## src/sv/pstq_pkg.sv

```systemverilog
// Shared types and constants for the process state table with device queues.
package pstq_pkg;

   localparam int unsigned CMD_W = 3;
   localparam int unsigned PID_W = 4;
   localparam int unsigned DEV_W = 2;
   localparam int unsigned PST_W = 3;
   localparam int unsigned KIND_W = 2;

   typedef enum logic [CMD_W-1:0] {
      CMD_INIT      = 3'd0,
      CMD_REQUEST   = 3'd1,
      CMD_DISPATCH  = 3'd2,
      CMD_TIMEOUT   = 3'd3,
      CMD_SWAP_OUT  = 3'd4,
      CMD_SWAP_IN   = 3'd5,
      CMD_INTERRUPT = 3'd6,
      CMD_TERMINATE = 3'd7
   } cmd_type;

   localparam logic [PST_W-1:0] PS_NEW          = 3'd0;
   localparam logic [PST_W-1:0] PS_READY        = 3'd1;
   localparam logic [PST_W-1:0] PS_RUNNING      = 3'd2;
   localparam logic [PST_W-1:0] PS_BLOCKED      = 3'd3;
   localparam logic [PST_W-1:0] PS_READY_SUSP   = 3'd4;
   localparam logic [PST_W-1:0] PS_BLOCKED_SUSP = 3'd5;
   localparam logic [PST_W-1:0] PS_EXIT         = 3'd6;

   localparam logic [DEV_W-1:0] DEV_DISK     = 2'd0;
   localparam logic [DEV_W-1:0] DEV_PRINTER  = 2'd1;
   localparam logic [DEV_W-1:0] DEV_KEYBOARD = 2'd2;
   localparam logic [DEV_W-1:0] DEV_NONE     = 2'd3;

   localparam logic [KIND_W-1:0] KIND_PROC = 2'd0;

   typedef enum logic [2:0] {
      SQ_IDLE,
      SQ_READ,
      SQ_EXEC,
      SQ_RM,
      SQ_DP,
      SQ_DQ
   } seq_type;

   typedef struct packed {
      logic [CMD_W-1:0] cmd;
      logic [PID_W-1:0] proc_id;
      logic [DEV_W-1:0] device;
      logic [PST_W-1:0] init_state;
      logic             end_of_line;
   } req_type;

   typedef struct packed {
      logic [KIND_W-1:0] kind;
      logic [PID_W-1:0]  out_proc;
      logic [PST_W-1:0]  out_state;
      logic              changed;
      logic              last;
   } rsp_type;

endpackage

```

## src/sv/pstq_ram.sv

```systemverilog
// Simple dual-port synchronous memory with a registered read port.
module pstq_ram #(
   parameter int unsigned WIDTH = 6,
   parameter int unsigned DEPTH = 16
) (
   input  logic                     clock,
   input  logic                     wr_en,
   input  logic [$clog2(DEPTH)-1:0] wr_addr,
   input  logic [WIDTH-1:0]         wr_data,
   input  logic                     rd_en,
   input  logic [$clog2(DEPTH)-1:0] rd_addr,
   output logic [WIDTH-1:0]         rd_data
);
   logic [WIDTH-1:0] mem [DEPTH];
   logic [WIDTH-1:0] rd_data_ff;

   always_ff @(posedge clock) begin
      if (wr_en) begin
         mem[wr_addr] <= wr_data;
      end
      if (rd_en) begin
         rd_data_ff <= mem[rd_addr];
      end
   end

   assign rd_data = rd_data_ff;
endmodule

```

## src/sv/process_state_table_with_io_queues.sv

```systemverilog
// Top level: process state table and device wait queues with a sequencer.
//
// One item is an event for one process: init, request, dispatch, timeout,
// swap out, swap in, interrupt or terminate. An item is taken when start is
// high and busy is low. Busy stays high until the item's work and any dump
// it asked for are done and the final result has left the output register.
// An event passes through the accepting cycle, the state memory read, and
// the update and write back; the next item can be taken in the cycle after.
// An interrupt then compacts the three queues in the queue memory, dropping
// the entries of its process. With end_of_line set, a dump follows: a pass
// over the state memory, then one over each queue, one result per valid
// process and per queue entry, each on rsp_item for one cycle with
// rsp_strobe high and last set on the final one. The receiver cannot stall,
// so results leave as they are read.
// Process and snapshot states live in one memory, queue entries in another;
// valid bits and queue lengths are flip-flops cleared by reset, so reset
// needs no clearing pass and the block is ready the cycle after it.
module process_state_table_with_io_queues #(
   parameter int unsigned NUM_PROCS   = 16,
   parameter int unsigned QUEUE_DEPTH = 16
) (
   input  logic             clock,
   input  logic             reset,
   input  logic             start,
   output logic             busy,
   input  pstq_pkg::req_type req_item,
   output logic             rsp_strobe,
   output pstq_pkg::rsp_type rsp_item
);
   import pstq_pkg::*;

   localparam int unsigned PIW = $clog2(NUM_PROCS);
   localparam int unsigned QIW = $clog2(QUEUE_DEPTH);
   localparam int unsigned LW  = $clog2(QUEUE_DEPTH + 1);
   localparam int unsigned NPW = $clog2(NUM_PROCS + 1);
   localparam int unsigned CW  = (NPW > LW) ? NPW : LW;
   localparam int unsigned QAW = QIW + 2;
   localparam int unsigned EXW = (CW > PID_W + 1) ? CW : PID_W + 1;

   seq_type              seq_ff, seq_in;
   req_type              req_ff, req_in;
   logic [NUM_PROCS-1:0] valid_ff, valid_in;
   logic [LW-1:0]        lens_ff [3];
   logic [LW-1:0]        lens_in [3];
   logic [CW-1:0]        cnt_ff, cnt_in, wcnt_ff, wcnt_in;
   logic [1:0]           q_ff, q_in, pq_ff, pq_in;
   logic                 pend_ff, pend_in;
   logic [CW-1:0]        pidx_ff, pidx_in;
   logic                 strobe_ff, strobe_in;
   rsp_type              rsp_ff, rsp_in;

   logic                 st_wr_en, st_rd_en;
   logic [PIW-1:0]       st_wr_addr, st_rd_addr;
   logic [2*PST_W-1:0]   st_wr_data, st_rd_data;
   logic                 qm_wr_en, qm_rd_en;
   logic [QAW-1:0]       qm_wr_addr, qm_rd_addr;
   logic [PID_W-1:0]     qm_wr_data, qm_rd_data;

   logic [EXW-1:0]       pid_ext;
   logic [PIW-1:0]       pid_addr;
   logic                 pid_ok;
   logic [1:0]           dev_q;
   logic [CW-1:0]        cur_len;
   logic [PST_W-1:0]     cur_st, cur_snap, new_st, init_st;
   logic [NUM_PROCS-1:0] later_valid;
   logic                 queues_empty, later_q_empty;

   pstq_ram #(.WIDTH(2*PST_W), .DEPTH(NUM_PROCS)) u_state_ram (
      .clock   (clock),
      .wr_en   (st_wr_en),
      .wr_addr (st_wr_addr),
      .wr_data (st_wr_data),
      .rd_en   (st_rd_en),
      .rd_addr (st_rd_addr),
      .rd_data (st_rd_data)
   );

   pstq_ram #(.WIDTH(PID_W), .DEPTH(4 << QIW)) u_queue_ram (
      .clock   (clock),
      .wr_en   (qm_wr_en),
      .wr_addr (qm_wr_addr),
      .wr_data (qm_wr_data),
      .rd_en   (qm_rd_en),
      .rd_addr (qm_rd_addr),
      .rd_data (qm_rd_data)
   );

   always_ff @(posedge clock) begin
      if (reset) begin
         seq_ff    <= SQ_IDLE;
         valid_ff  <= '0;
         lens_ff   <= '{default: '0};
         pend_ff   <= 1'b0;
         strobe_ff <= 1'b0;
      end else begin
         seq_ff    <= seq_in;
         valid_ff  <= valid_in;
         lens_ff   <= lens_in;
         pend_ff   <= pend_in;
         strobe_ff <= strobe_in;
      end
      req_ff  <= req_in;
      cnt_ff  <= cnt_in;
      wcnt_ff <= wcnt_in;
      q_ff    <= q_in;
      pq_ff   <= pq_in;
      pidx_ff <= pidx_in;
      rsp_ff  <= rsp_in;
   end

   assign pid_ext  = EXW'(req_ff.proc_id);
   assign pid_addr = pid_ext[PIW-1:0];
   assign pid_ok   = pid_ext < EXW'(NUM_PROCS);
   assign dev_q    = (req_ff.device == DEV_NONE) ? DEV_KEYBOARD : req_ff.device;
   assign cur_len  = (q_ff == 2'd3) ? '0 : CW'(lens_ff[q_ff]);
   assign cur_st   = st_rd_data[2*PST_W-1:PST_W];
   assign cur_snap = st_rd_data[PST_W-1:0];
   assign init_st  = (req_ff.init_state > PS_EXIT) ? PS_EXIT : req_ff.init_state;
   assign later_valid  = (valid_ff >> pidx_ff) >> 1;
   assign queues_empty = (lens_ff[0] == '0) && (lens_ff[1] == '0) && (lens_ff[2] == '0);

   always_comb begin
      case (pq_ff)
         2'd0:    later_q_empty = (lens_ff[1] == '0) && (lens_ff[2] == '0);
         2'd1:    later_q_empty = (lens_ff[2] == '0);
         default: later_q_empty = 1'b1;
      endcase
   end

   always_comb begin
      case (req_ff.cmd)
         CMD_REQUEST:   new_st = PS_BLOCKED;
         CMD_DISPATCH:  new_st = PS_RUNNING;
         CMD_TIMEOUT:   new_st = PS_READY;
         CMD_SWAP_OUT:  new_st = (cur_st == PS_BLOCKED) ? PS_BLOCKED_SUSP : PS_READY_SUSP;
         CMD_SWAP_IN:   new_st = (cur_st == PS_BLOCKED_SUSP) ? PS_BLOCKED : PS_READY;
         CMD_INTERRUPT: new_st = (cur_st == PS_BLOCKED) ? PS_READY : PS_READY_SUSP;
         CMD_TERMINATE: new_st = PS_EXIT;
         default:       new_st = init_st;
      endcase
   end

   always_comb begin
      seq_in    = seq_ff;
      req_in    = req_ff;
      valid_in  = valid_ff;
      lens_in   = lens_ff;
      cnt_in    = cnt_ff;
      wcnt_in   = wcnt_ff;
      q_in      = q_ff;
      pq_in     = pq_ff;
      pend_in   = 1'b0;
      pidx_in   = pidx_ff;
      strobe_in = 1'b0;
      rsp_in    = rsp_ff;
      st_wr_en   = 1'b0;
      st_wr_addr = pid_addr;
      st_wr_data = {new_st, cur_snap};
      st_rd_en   = 1'b0;
      st_rd_addr = pid_addr;
      qm_wr_en   = 1'b0;
      qm_wr_addr = {dev_q, lens_ff[dev_q][QIW-1:0]};
      qm_wr_data = req_ff.proc_id;
      qm_rd_en   = 1'b0;
      qm_rd_addr = {q_ff, cnt_ff[QIW-1:0]};

      case (seq_ff)
         SQ_IDLE: begin
            if (start && !busy) begin
               req_in = req_item;
               seq_in = SQ_READ;
            end
         end
         SQ_READ: begin
            st_rd_en = 1'b1;
            seq_in   = SQ_EXEC;
         end
         SQ_EXEC: begin
            cnt_in  = '0;
            wcnt_in = '0;
            q_in    = '0;
            seq_in  = req_ff.end_of_line ? SQ_DP : SQ_IDLE;
            if (pid_ok && req_ff.cmd == CMD_INIT) begin
               valid_in[pid_addr] = 1'b1;
               st_wr_en   = 1'b1;
               st_wr_data = {init_st, init_st};
            end else if (pid_ok && valid_ff[pid_addr]) begin
               st_wr_en = 1'b1;
               if (req_ff.cmd == CMD_REQUEST &&
                   CW'(lens_ff[dev_q]) < CW'(QUEUE_DEPTH)) begin
                  qm_wr_en       = 1'b1;
                  lens_in[dev_q] = lens_ff[dev_q] + 1'b1;
               end
               if (req_ff.cmd == CMD_INTERRUPT) begin
                  seq_in = SQ_RM;
               end
            end
         end
         SQ_RM: begin
            // Read entries in order and write back those kept, closing gaps.
            if (cnt_ff < cur_len) begin
               qm_rd_en = 1'b1;
               pend_in  = 1'b1;
               cnt_in   = cnt_ff + 1'b1;
            end
            if (pend_ff && qm_rd_data != req_ff.proc_id) begin
               qm_wr_en   = 1'b1;
               qm_wr_addr = {q_ff, wcnt_ff[QIW-1:0]};
               qm_wr_data = qm_rd_data;
               wcnt_in    = wcnt_ff + 1'b1;
            end
            if (cnt_ff == cur_len && !pend_ff) begin
               lens_in[q_ff] = wcnt_ff[LW-1:0];
               cnt_in  = '0;
               wcnt_in = '0;
               q_in    = q_ff + 1'b1;
               if (q_ff == 2'd2) begin
                  q_in   = '0;
                  seq_in = req_ff.end_of_line ? SQ_DP : SQ_IDLE;
               end
            end
         end
         SQ_DP: begin
            st_rd_addr = cnt_ff[PIW-1:0];
            if (cnt_ff < CW'(NUM_PROCS)) begin
               st_rd_en = 1'b1;
               pend_in  = 1'b1;
               pidx_in  = cnt_ff;
               cnt_in   = cnt_ff + 1'b1;
            end
            if (pend_ff && valid_ff[pidx_ff[PIW-1:0]]) begin
               strobe_in        = 1'b1;
               rsp_in.kind      = KIND_PROC;
               rsp_in.out_proc  = pidx_ff[PID_W-1:0];
               rsp_in.out_state = cur_st;
               rsp_in.changed   = (cur_st != cur_snap);
               rsp_in.last      = (later_valid == '0) && queues_empty;
               st_wr_en   = 1'b1;
               st_wr_addr = pidx_ff[PIW-1:0];
               st_wr_data = {cur_st, cur_st};
            end
            if (cnt_ff == CW'(NUM_PROCS) && !pend_ff) begin
               cnt_in = '0;
               q_in   = '0;
               seq_in = SQ_DQ;
            end
         end
         SQ_DQ: begin
            if (q_ff != 2'd3) begin
               if (cnt_ff < cur_len) begin
                  qm_rd_en = 1'b1;
                  pend_in  = 1'b1;
                  pidx_in  = cnt_ff;
                  pq_in    = q_ff;
                  cnt_in   = cnt_ff + 1'b1;
               end else begin
                  cnt_in = '0;
                  q_in   = q_ff + 1'b1;
               end
            end else if (!pend_ff) begin
               seq_in = SQ_IDLE;
            end
            if (pend_ff) begin
               strobe_in        = 1'b1;
               rsp_in.kind      = pq_ff + 1'b1;
               rsp_in.out_proc  = qm_rd_data;
               rsp_in.out_state = PS_NEW;
               rsp_in.changed   = 1'b0;
               rsp_in.last      = later_q_empty &&
                                  (pidx_ff + 1'b1 == CW'(lens_ff[pq_ff]));
            end
         end
         default: seq_in = SQ_IDLE;
      endcase
   end

   assign busy       = (seq_ff != SQ_IDLE) || strobe_ff;
   assign rsp_strobe = strobe_ff;
   assign rsp_item   = rsp_ff;
endmodule

```

## config.mk

```make
export PLATFORM = sky130hd
export DESIGN_NAME = process_state_table_with_io_queues
export DESIGN_NICKNAME = d
export VERILOG_FILES = /design/src/sv/pstq_pkg.sv /design/src/sv/pstq_ram.sv /design/src/sv/process_state_table_with_io_queues.sv
export SDC_FILE = /design/constraint.sdc
export NUM_CORES = 1
export LEC_CHECK = 0
export CAP_MARGIN = 20
export CORE_MARGIN = 10
export CORE_UTILIZATION = 45
export CTS_CLUSTER_SIZE = 28
export DETAILED_ROUTE_END_ITERATION = 8
export DONT_BUFFER_PORTS = 1
export MAX_ROUTING_LAYER = met4
export PLACE_DENSITY = 0.61
export REMOVE_ABC_BUFFERS = 1
export SYNTH_ARGS = -nofsm -noshare
export SYNTH_HDL_FRONTEND = slang
export SYNTH_SLANG_ARGS = --single-unit
```

## constraint.sdc

```tcl
create_clock -name clock -period 3.4 [get_ports clock]
set_clock_uncertainty 0.2 [all_clocks]
set_input_delay 0 -clock clock [delete_from_list [all_inputs] [get_ports clock]]
set_output_delay 0 -clock clock [all_outputs]
set_load 0.1 [all_outputs]
```

==> metrics, run 1 <==
max-cap viol count 0; min-delay worst type in -> reg; Seq/Total Area, Yosys 0.6617; Syn-to-layout area delta 16.17%; CTS Root Cell clkbuf_16; CTS tree yes; Remaining DRCs 0; ys flop type edfxtp_1; die width ~230 um; die area 51980 um^2; crit path DAT 3.32 ns; crit-path max FO 12; Mapped Area 19470 um^2; Peak supply drop 386.8 uV; CTS clk-pin slew, worst paths 0.06 ns; Synth area leader edfxtp_1; worst rel slew slack 0.3771; post-synthesis mux area share 0.1608; final hold violations 0; syn_area_per_cell 15.94 um^2; vias after detailed routing 11380; Max Clk Rate just over 300 MHz; Pwr per Cell Area 613.6 nW/um^2; crit end category flip-flop; most frequent cells after synthesis 405 x edfxtp_1, 149 x nor2_1, 111 x mux4_2; Total Wirelength 45780 um; minimum clock period 3.276 ns; # clock sinks 441; setup violators final 0; largest net degree at the start of global routing 65; overall power 13.88 mW; proportion of layout cells with a drive suffix above 1 0.2377; required time worst endpoint 3.44 ns; TritonRoute pass-1 iters 5; GRT Residual Overflow 0; Die Height 228.0 um; Crit Path Category reg -> reg; IO Count 29; dpl hpwl ~30000 um; complex-gate fraction of the synthesized area 0.05752; Layout Nets 1374; Warnings, synthesis 0; post-synthesis adder-cell area fraction 0.01028; ranking of synthesized cells by area edfxtp_1 62%, mux4_2 13%, dfxtp_1 3.7%; XOR/XNOR Fraction of Synth Area 0.01080; P_leak 7.350 nW; PortBufs 0; Synth top area share 0.6247; design area ~23000 um^2; fin. max-slew vios 0; Max Root-Sink Buffers 3; Post-synth EDFFs 405; Post-Syn Instances 1221; Starting Density 0.4539; global-route wire length before repair 70930 um; DRT iter0 DRCs about 1100; vias in the first global route 11360; Least-Margin Pin Slew 0.9360 ns; CP Launch Type flip-flop; count leader, synth edfxtp_1; post-DR vias/cell 5.787; Post-synth ARST share 0; Cell variety after synth 76; post-DR wirelength/cell between 20 and 25 um; site row count 76; largest family of logic cells by synthesized area multiplexers; Final TNS setup 0 ns; post-route ant nets 0; DP Area 20790 um^2; Tcrit/Tclk final 0.9635; core area around 43000 um^2; FF+latch count, synth 441; GRT Util Overall 0.1799; routability cong. 0.9303; outcome finished, final reports clean; H-tree depth 2; clock buffer count from CTS 46; RSZ-0062 raised after global routing true; worst skew pair latency 0.59 ns; Synth Area in Simple Gates 0.07790; initial antenna violation count 1
[stage by stage]
stage / hold WS (ns) / std cells / worst slack (ns) / utilization
CTS: 0.1157 / 1964 / 0.08415 / 0.5263
global placement: -0.1238 / 1848 / 0.1040 / 0.4846
global route: 0.1470 / 1966 / -0.05630 / 0.5273
floorplan: -0.1311 / 1154 / -1.892 / -
detailed placement: -0.1228 / 1849 / 0.02113 / 0.4849
finish: 0.1426 / 1966 / 0.1241 / 0.5273
[layer usage]
layer / track usage / vias to the layer above / share of wire
met4: 0.04520 / 0 / 0.020
met3: 0.03301 / 65 / 0.065
met5: - / - / 0
met1: 0.2444 / 5808 / 0.44
met2: 0.2775 / 425 / 0.47
li1: - / 5080 / -
[flip-flops by register name (all words and copies together) (netlist names), 6 cells and up]
signal	count
rsp_item	11
u_state_ram.mem	96
u_queue_ram.mem	256
valid_ff	16
u_state_ram.rd_data	6
lens_ff	15
req_ff	9
[worst max-delay path: stages, from the launching register on]
cell	delay, ns
edfxtp_1	0.45
buf_4	0.24
mux4_2	0.39
mux4_2	0.30
nand2_1	0.13
o21ai_0	0.40
nand2_1	0.40
nor2_1	0.43
[report_power, final]
| group | leakage, nW | switching (mW) | total (mW) | internal, mW |
|---|---|---|---|---|
| logic | 2.69 | 1.45 | 2.51 | 1.06 |
| registers | 3.94 | 0.152 | 6.51 | 6.36 |
| clock network | 0.715 | 2.10 | 4.86 | 2.75 |
[kinds of logic (layout without fill, tap and decap cells)]
family,count (synthesis),after routing
flops,441,441
simple gates,327,327
compound gates,167,167
mux,161,161
buf+inv,85,244
xor+xnor,24,24
fa+ha+maj,16,16
other cells,0,1
[layout make-up]
class / count / area, um^2
repair buffers: 140 / 1225
fillers: 3426 / 20270
diodes: 1 / 2.502
well taps: 585 / 732.0
clock buffers: 56 / 1189
flip-flops and latches: 441 / 12880
clock inverters: 30 / 285.3
multi-input cells: 695 / 6232
inverters: 18 / 67.56
[final timing paths]
| check | cells after the start | from | end | slack (ns) |
|---|---|---|---|---|
| setup / recovery | 7 | pid_addr[0]$_DFFE_PP_ | u_queue_ram.mem[15][3]$_DFFE_PP_ | 0.12 |
| hold / removal | 3 | reset | lens_ff[3]$_SDFFE_PP0P_ | 0.14 |
| setup reg to reg | 7 | pid_addr[0]$_DFFE_PP_ | u_queue_ram.mem[15][3]$_DFFE_PP_ | 0.12 |
| hold reg to reg | 2 | valid_ff[1]$_SDFFE_PP0P_ | valid_ff[1]$_SDFFE_PP0P_ | 0.33 |
[placed cells by master (no fill, tap or decap), types with 12 or more instances in the layout]
master,instances
nor3_1,12
buf_4,103
a211oi_1,20
a21oi_1,39
a31oi_1,12
mux2_2,13
mux2i_1,28
mux4_2,111
ha_1,16
nor2_1,147
nand2_1,70
dlygate4sd3_1,28
nand3_1,13
xnor2_1,19
inv_1,17
edfxtp_1,405
dfxtp_1,36
o21ai_0,30
nor2b_1,17
clkbuf_16,46
[timing repair]
action                                 CTS  global route
endpoints found under the hold margin   62             0
gates resized for setup                  1             9
setup endpoints to repair                1            82
hold buffers                            29             0
setup buffers                            0             1
Note: power is estimated with default switching activity, not from simulation.
==> inputs of run 2 (changes only) <==
--- a/config.mk
+++ b/config.mk
@@ -7,12 +7,13 @@
 export LEC_CHECK = 0
 export CAP_MARGIN = 20
 export CORE_MARGIN = 10
-export CORE_UTILIZATION = 45
+export CORE_UTILIZATION = 35
 export CTS_CLUSTER_SIZE = 28
 export DETAILED_ROUTE_END_ITERATION = 8
 export DONT_BUFFER_PORTS = 1
+export GPL_TIMING_DRIVEN = 0
 export MAX_ROUTING_LAYER = met4
-export PLACE_DENSITY = 0.61
+export PLACE_DENSITY = 0.5
 export REMOVE_ABC_BUFFERS = 1
 export SYNTH_ARGS = -nofsm -noshare
 export SYNTH_HDL_FRONTEND = slang
==> metrics, run 2 (synthesis gave the netlist of run 1 again) <==
antenna diode count 0 (-1); setup violators final 0 (unchanged); Largest regs u_queue_ram.mem (256), u_state_ram.mem (96), valid_ff (16); CTS clk-pin slew, worst paths 0.06 ns (about the same); Die Height 255.8 um (+12%); required time worst endpoint 3.48 ns (+0.04 ns); H-tree depth 2 (unchanged); Max stage delay cell, worst path edfxtp_1; final hold violations 0 (unchanged); Hold Crit Depth 3 (unchanged); minimum clock period 3.259 ns (-0.01703 ns); worst skew pair latency 0.61 ns (+0.02 ns); Remaining DRCs 0 (unchanged); final worst slack 0.1411 ns (+0.01703 ns); overall power 14.54 mW (+4.8%); GRT Util Overall 0.1484 (-0.03156); M1 WL 21890 um (+8.2%); Crit Path Category reg -> reg; launch point of the worst reg-to-reg path req_ff[12]$_DFFE_PP_; Tcrit/Tclk final 0.9585 (-0.005009); Starting Density 0.3534 (-0.1006); CTS Root Cell clkbuf_16; post-DR wirelength/cell 23.02 um (-1.1%); proportion of layout cells with a drive suffix above 1 0.2840 (+0.04632); worst rel slew slack 0.3340 (-0.04313); vias after detailed routing 11070 (-2.7%); P_leak 7.333 nW (-0.23%); DRT iter0 DRCs 875 (-21%); post-DR vias/cell 5.305 (-8.3%); hold endpoint lens_ff[13]$_SDFFE_PP0P_; initial antenna violation count 0 (-1); routability cong. 0.8048 (-13%); Cell Count, Final, Fillers Out 2086 (+6.1%); PortBufs 0 (unchanged); met2 WL post-DR 22700 um (+4.8%); commonest non-fill, non-tap cell in the layout edfxtp_1; routed length on met3 2256 um (-25%); # clock sinks 441 (unchanged); Total Wirelength 48020 um (+4.9%); worst r2r dst u_queue_ram.mem[19][3]$_DFFE_PP_; TritonRoute pass-1 iters 6 (+1); Pwr per Cell Area 626.9 nW/um^2 (+2.2%); most frequent cells in the layout 405 x edfxtp_1, 111 x mux4_2, 84 x nor2_1; crit path DAT 3.34 ns (+0.02 ns); Final TNS setup 0 ns (unchanged); fin. max-slew vios 0 (unchanged); Least-Margin Pin Slew 0.9976 ns (+0.06163 ns); Layout Nets 1334 (-2.9%); die width 255.8 um (+12%); dpl hpwl 30780 um (+1.2%); global-route wire length before repair 72950 um (+2.9%); core area 55090 um^2 (+28%); outcome finished, final reports clean; max-cap viol count 0 (unchanged); placed cells 1924 (+4.1%); Reg2Reg Depth 6 (-1); min-delay worst type in -> reg; Fill cells 4933 (+44%); top sig layer met4; die area 65450 um^2 (+26%); hold path startpoint reset; crit-path max FO 8 (-4); clock buffer count from CTS 47 (+2.2%); post-route ant nets 0 (unchanged); Max Clk Rate 306.9 MHz (+0.52%); Largest register FFs 256 (unchanged); site row count 86 (+13%); worst slack at placement -1.391 ns (-1.413 ns); Syn-to-layout area delta 19.16%; crit end category flip-flop; RSZ-0062 raised after global routing true; Peak supply drop 384.9 uV (-0.51%); IO Count 29 (unchanged); max incr delay on CP 0.51 ns (+0.06 ns); critical-path cell list nor3b_1, o2111a_1, nand2_1, o22ai_1, nand2_2, nor2_1; Register-to-Register Setup Slack 0.14 ns (+0.02 ns); CP Launch Type flip-flop; Biggest register u_queue_ram.mem; vias in the first global route 11290 (-0.62%); largest net degree at the start of global routing 65 (unchanged); CTS tree yes; Max Root-Sink Buffers 3 (unchanged); GRT Residual Overflow 0 (unchanged)
-- run 2: worst max-delay path, delay by kind of cell (launching register included) --
kind | cells | cell delay (ns)
AOI/OAI and AO/OA | 2 | 0.82
DFF | 1 | 0.51
and+or+nand+nor | 4 | 1.41
-- run 2: how the worst max path moves through the flow --
stage,startpoint,end,cells after the start
after floorplan,cnt_ff[0]$_SDFFCE_PP0P_,lens_ff[0]$_SDFFE_PP0P_,8
after global routing,seq_ff[0]$_SDFFE_PP0P_,u_queue_ram.mem[14][3]$_DFFE_PP_,7
after global placement,cnt_ff[0]$_SDFFCE_PP0P_,u_state_ram.rd_data[1]$_DFFE_PP_,5
after detailed placement,q_ff[0]$_SDFFCE_PN0P_,lens_ff[0]$_SDFFE_PP0P_,11
after CTS,seq_ff[0]$_SDFFE_PP0P_,u_queue_ram.mem[43][1]$_DFFE_PP_,7
final,req_ff[12]$_DFFE_PP_,u_queue_ram.mem[19][3]$_DFFE_PP_,6
-- run 2: final cells by class --
cell class / count / area [um^2] / area share
flip-flops and latches: 441 / 12890 / 0.5555
multi-input cells: 695 / 6526 / 0.2813
clock buffers: 60 / 1255 / 0.05410
repair buffers: 99 / 1176 / 0.05070
well taps: 748 / 935.9 / 0.04035
clock inverters: 25 / 350.3 / 0.01510
inverters: 18 / 67.56 / 0.002913
-- run 2: where the power goes --
part           internal, mW  total (mW)  switching, mW
Sequential             6.36        6.58          0.223
Combinational          1.19        2.66           1.47
Clock                  3.09        5.30           2.21
-- run 2: per-layer routing --
layer / up-vias / track usage
met5: - / -
met4: 0 / 0.04183
li1: 4988 / -
met1: 5741 / 0.1960
met3: 85 / 0.02996
met2: 252 / 0.2298
-- run 2: through the flow --
stage	area [um^2]	hold slack, ns	util
finish	23200	0.1174	0.4211
global route	23200	0.1143	0.4211
CTS	22920	0.1008	0.4161
detailed placement	20560	-0.1209	0.3732
global placement	20060	-0.1230	0.3642
floorplan	19130	-0.1311	-
-- run 2: what timing repair did --
item | CTS | global route
resized for setup | 59 | 51
buffers inserted | 33 | 12
hold endpoints to repair | 62 | 0
hold buffers | 29 | 0
setup endpoints to repair | 519 | 366
pin swaps | 3 | 3
==> inputs of run 3 (changes only) <==
--- a/config.mk
+++ b/config.mk
@@ -14,6 +14,7 @@
 export GPL_TIMING_DRIVEN = 0
 export MAX_ROUTING_LAYER = met4
 export PLACE_DENSITY = 0.5
+export RECOVER_POWER = 100
 export REMOVE_ABC_BUFFERS = 1
 export SYNTH_ARGS = -nofsm -noshare
 export SYNTH_HDL_FRONTEND = slang
==> metrics, run 3 (synthesis gave the netlist of run 1 again) <==
global-route wire length before repair 72950 um (unchanged); required time worst endpoint 3.69 ns (+0.21 ns); Hold Crit Depth 3 (unchanged); largest net degree at the start of global routing 65 (unchanged); initial antenna violation count 0 (unchanged); crit path from q_ff[0]$_SDFFCE_PN0P_; CTS Root Cell clkbuf_16; H-tree depth 2 (unchanged); dpl hpwl 30780 um (unchanged); RSZ-0062 raised after global routing true; IO Count 29 (unchanged); P_leak 7.296 nW (-0.51%); CP Launch Type flip-flop; Cell Count, Final, Fillers Out 2086 (unchanged); CTS clk-pin slew, worst paths 0.06 ns (about the same); min-delay worst type in -> reg; design area 23120 um^2 (-0.35%); Layout Nets 1334 (unchanged); Peak supply drop 385.9 uV (+0.28%); worst slack at placement -1.391 ns (unchanged); vias in the first global route 11290 (unchanged); GRT Util Overall 0.1484 (unchanged); met2 Usage GRT 0.2298 (unchanged); proportion of layout cells with a drive suffix above 1 0.2788 (-0.005232); Largest register FFs 256 (unchanged); post-DR vias/cell 5.297 (-0.14%); CTS tree yes; Reg2Reg Depth 10 (+4); setup violators final 0 (unchanged); Die Height 255.8 um (unchanged); placed cells 1924 (unchanged); Register-to-Register Setup Slack 0.15 ns (about the same); max-cap viol count 0 (unchanged); antenna diode count 0 (unchanged); Max Root-Sink Buffers 3 (unchanged); DRT iter0 DRCs 827 (-5.5%); Syn-to-layout area delta 18.74%; crit path DAT 3.54 ns (+0.20 ns); PortBufs 0 (unchanged); vias after detailed routing 11050 (-0.14%); die width 255.8 um (unchanged); post-route ant nets 0 (unchanged); Largest regs u_queue_ram.mem (256), u_state_ram.mem (96), valid_ff (16); final hold violations 0 (unchanged); commonest non-fill, non-tap cell in the layout edfxtp_1; Total Wirelength 48040 um (about the same); launch point of the worst reg-to-reg path q_ff[0]$_SDFFCE_PN0P_; post-DR wirelength/cell 23.03 um (about the same); gr busiest metal met2; Biggest register u_queue_ram.mem; met1 Use GR 0.1960 (unchanged); Max Clk Rate 307.4 MHz (+0.19%); crit end category flip-flop; minimum clock period 3.253 ns (-0.006273 ns); outcome finished, final reports clean; fin. max-slew vios 0 (unchanged); routability cong. 0.8048 (unchanged); hold path startpoint reset; worst skew pair latency 0.61 ns (about the same); # clock sinks 441 (unchanged); crit-path max FO 15 (+7); Pwr per Cell Area 627.5 nW/um^2 (+0.10%); clock buffer count from CTS 47 (unchanged); die area 65450 um^2 (unchanged); core area 55090 um^2 (unchanged); Least-Margin Pin Slew 0.9977 ns (+0.00005060 ns); DP Area 20560 um^2 (unchanged); Remaining DRCs 0 (unchanged); Crit Path Category reg -> reg; worst rel slew slack 0.3340 (about the same); final worst slack 0.1474 ns (+0.006273 ns); met3 GRT Util 0.02996 (unchanged); Tcrit/Tclk final 0.9567 (-0.001845); GRT Residual Overflow 0 (unchanged); TritonRoute pass-1 iters 5 (-1); site row count 86 (unchanged); Starting Density 0.3534 (unchanged); most frequent cells in the layout 405 x edfxtp_1, 111 x mux4_2, 84 x nor2_1
==> run 3: cell count changes in the layout (fill, tap and decap cells not counted), sizes merged <==
cell	change
clkbuf	+8
buf	-8
==> run 3: what timing repair did <==
item                                    CTS  global route
hold endpoints to repair                 62             0
setup buffers                            33            12
resized for setup                        59            51
cloned                                    0             0
endpoints found under the setup margin  519           366
pin swaps                                 3             3
hold buffers                             29             0
==> run 3: cell type report <==
class / instances / area (um^2)
Inverter: 18 / 67.56
Clock buffer: 60 / 1255
Multi-Input combinational cell: 695 / 6520
Tap cell: 748 / 935.9
Sequential cell: 441 / 12890
Clock inverter: 25 / 350.3
Timing Repair Buffer: 99 / 1101
Fill cell: 4941 / 31980
==> run 3: worst max-delay path: stages, from the launching register on <==
cell and delay (ns):
edfxtp_1 0.44, buf_4 0.23, ha_2 0.25, or2_2 0.30, ha_1 0.30, nand3_1 0.12, or3_4 0.40, a21boi_1 0.19
o22ai_2 0.24, nor2_1 0.07, a2111oi_1 0.38
==> run 3: routing by layer <==
layer / share of wire / vias to the layer above
met3: 0.046 / 84
met2: 0.47 / 256
met5: 0 / -
met4: 0.025 / 0
met1: 0.46 / 5721
li1: - / 4989
==> run 3: report_power, final <==
group          internal, mW  switching, mW  total (mW)
Sequential             6.37          0.223        6.59
Combinational          1.15           1.46        2.61
Clock                  3.09           2.21        5.30
Total                  10.6           3.90        14.5
==> run 3: final timing paths <==
path                              end
min          lens_ff[13]$_SDFFE_PP0P_
max reg2reg  lens_ff[12]$_SDFFE_PP0P_
max          lens_ff[12]$_SDFFE_PP0P_
min reg2reg  valid_ff[5]$_SDFFE_PP0P_
==> run 3: per-stage QoR <==
stage               setup TNS, ns  utilization  hold WS [ns]  power, mW
finish                          0       0.4196        0.1181      14.51
global route              -0.2446       0.4196        0.1143      15.10
CTS                     -0.002097       0.4161        0.1008      14.65
detailed placement        -214.15       0.3732       -0.1209      9.153
global placement          -510.09       0.3642       -0.1230      8.953
floorplan                  -86.10            -       -0.1311      8.174
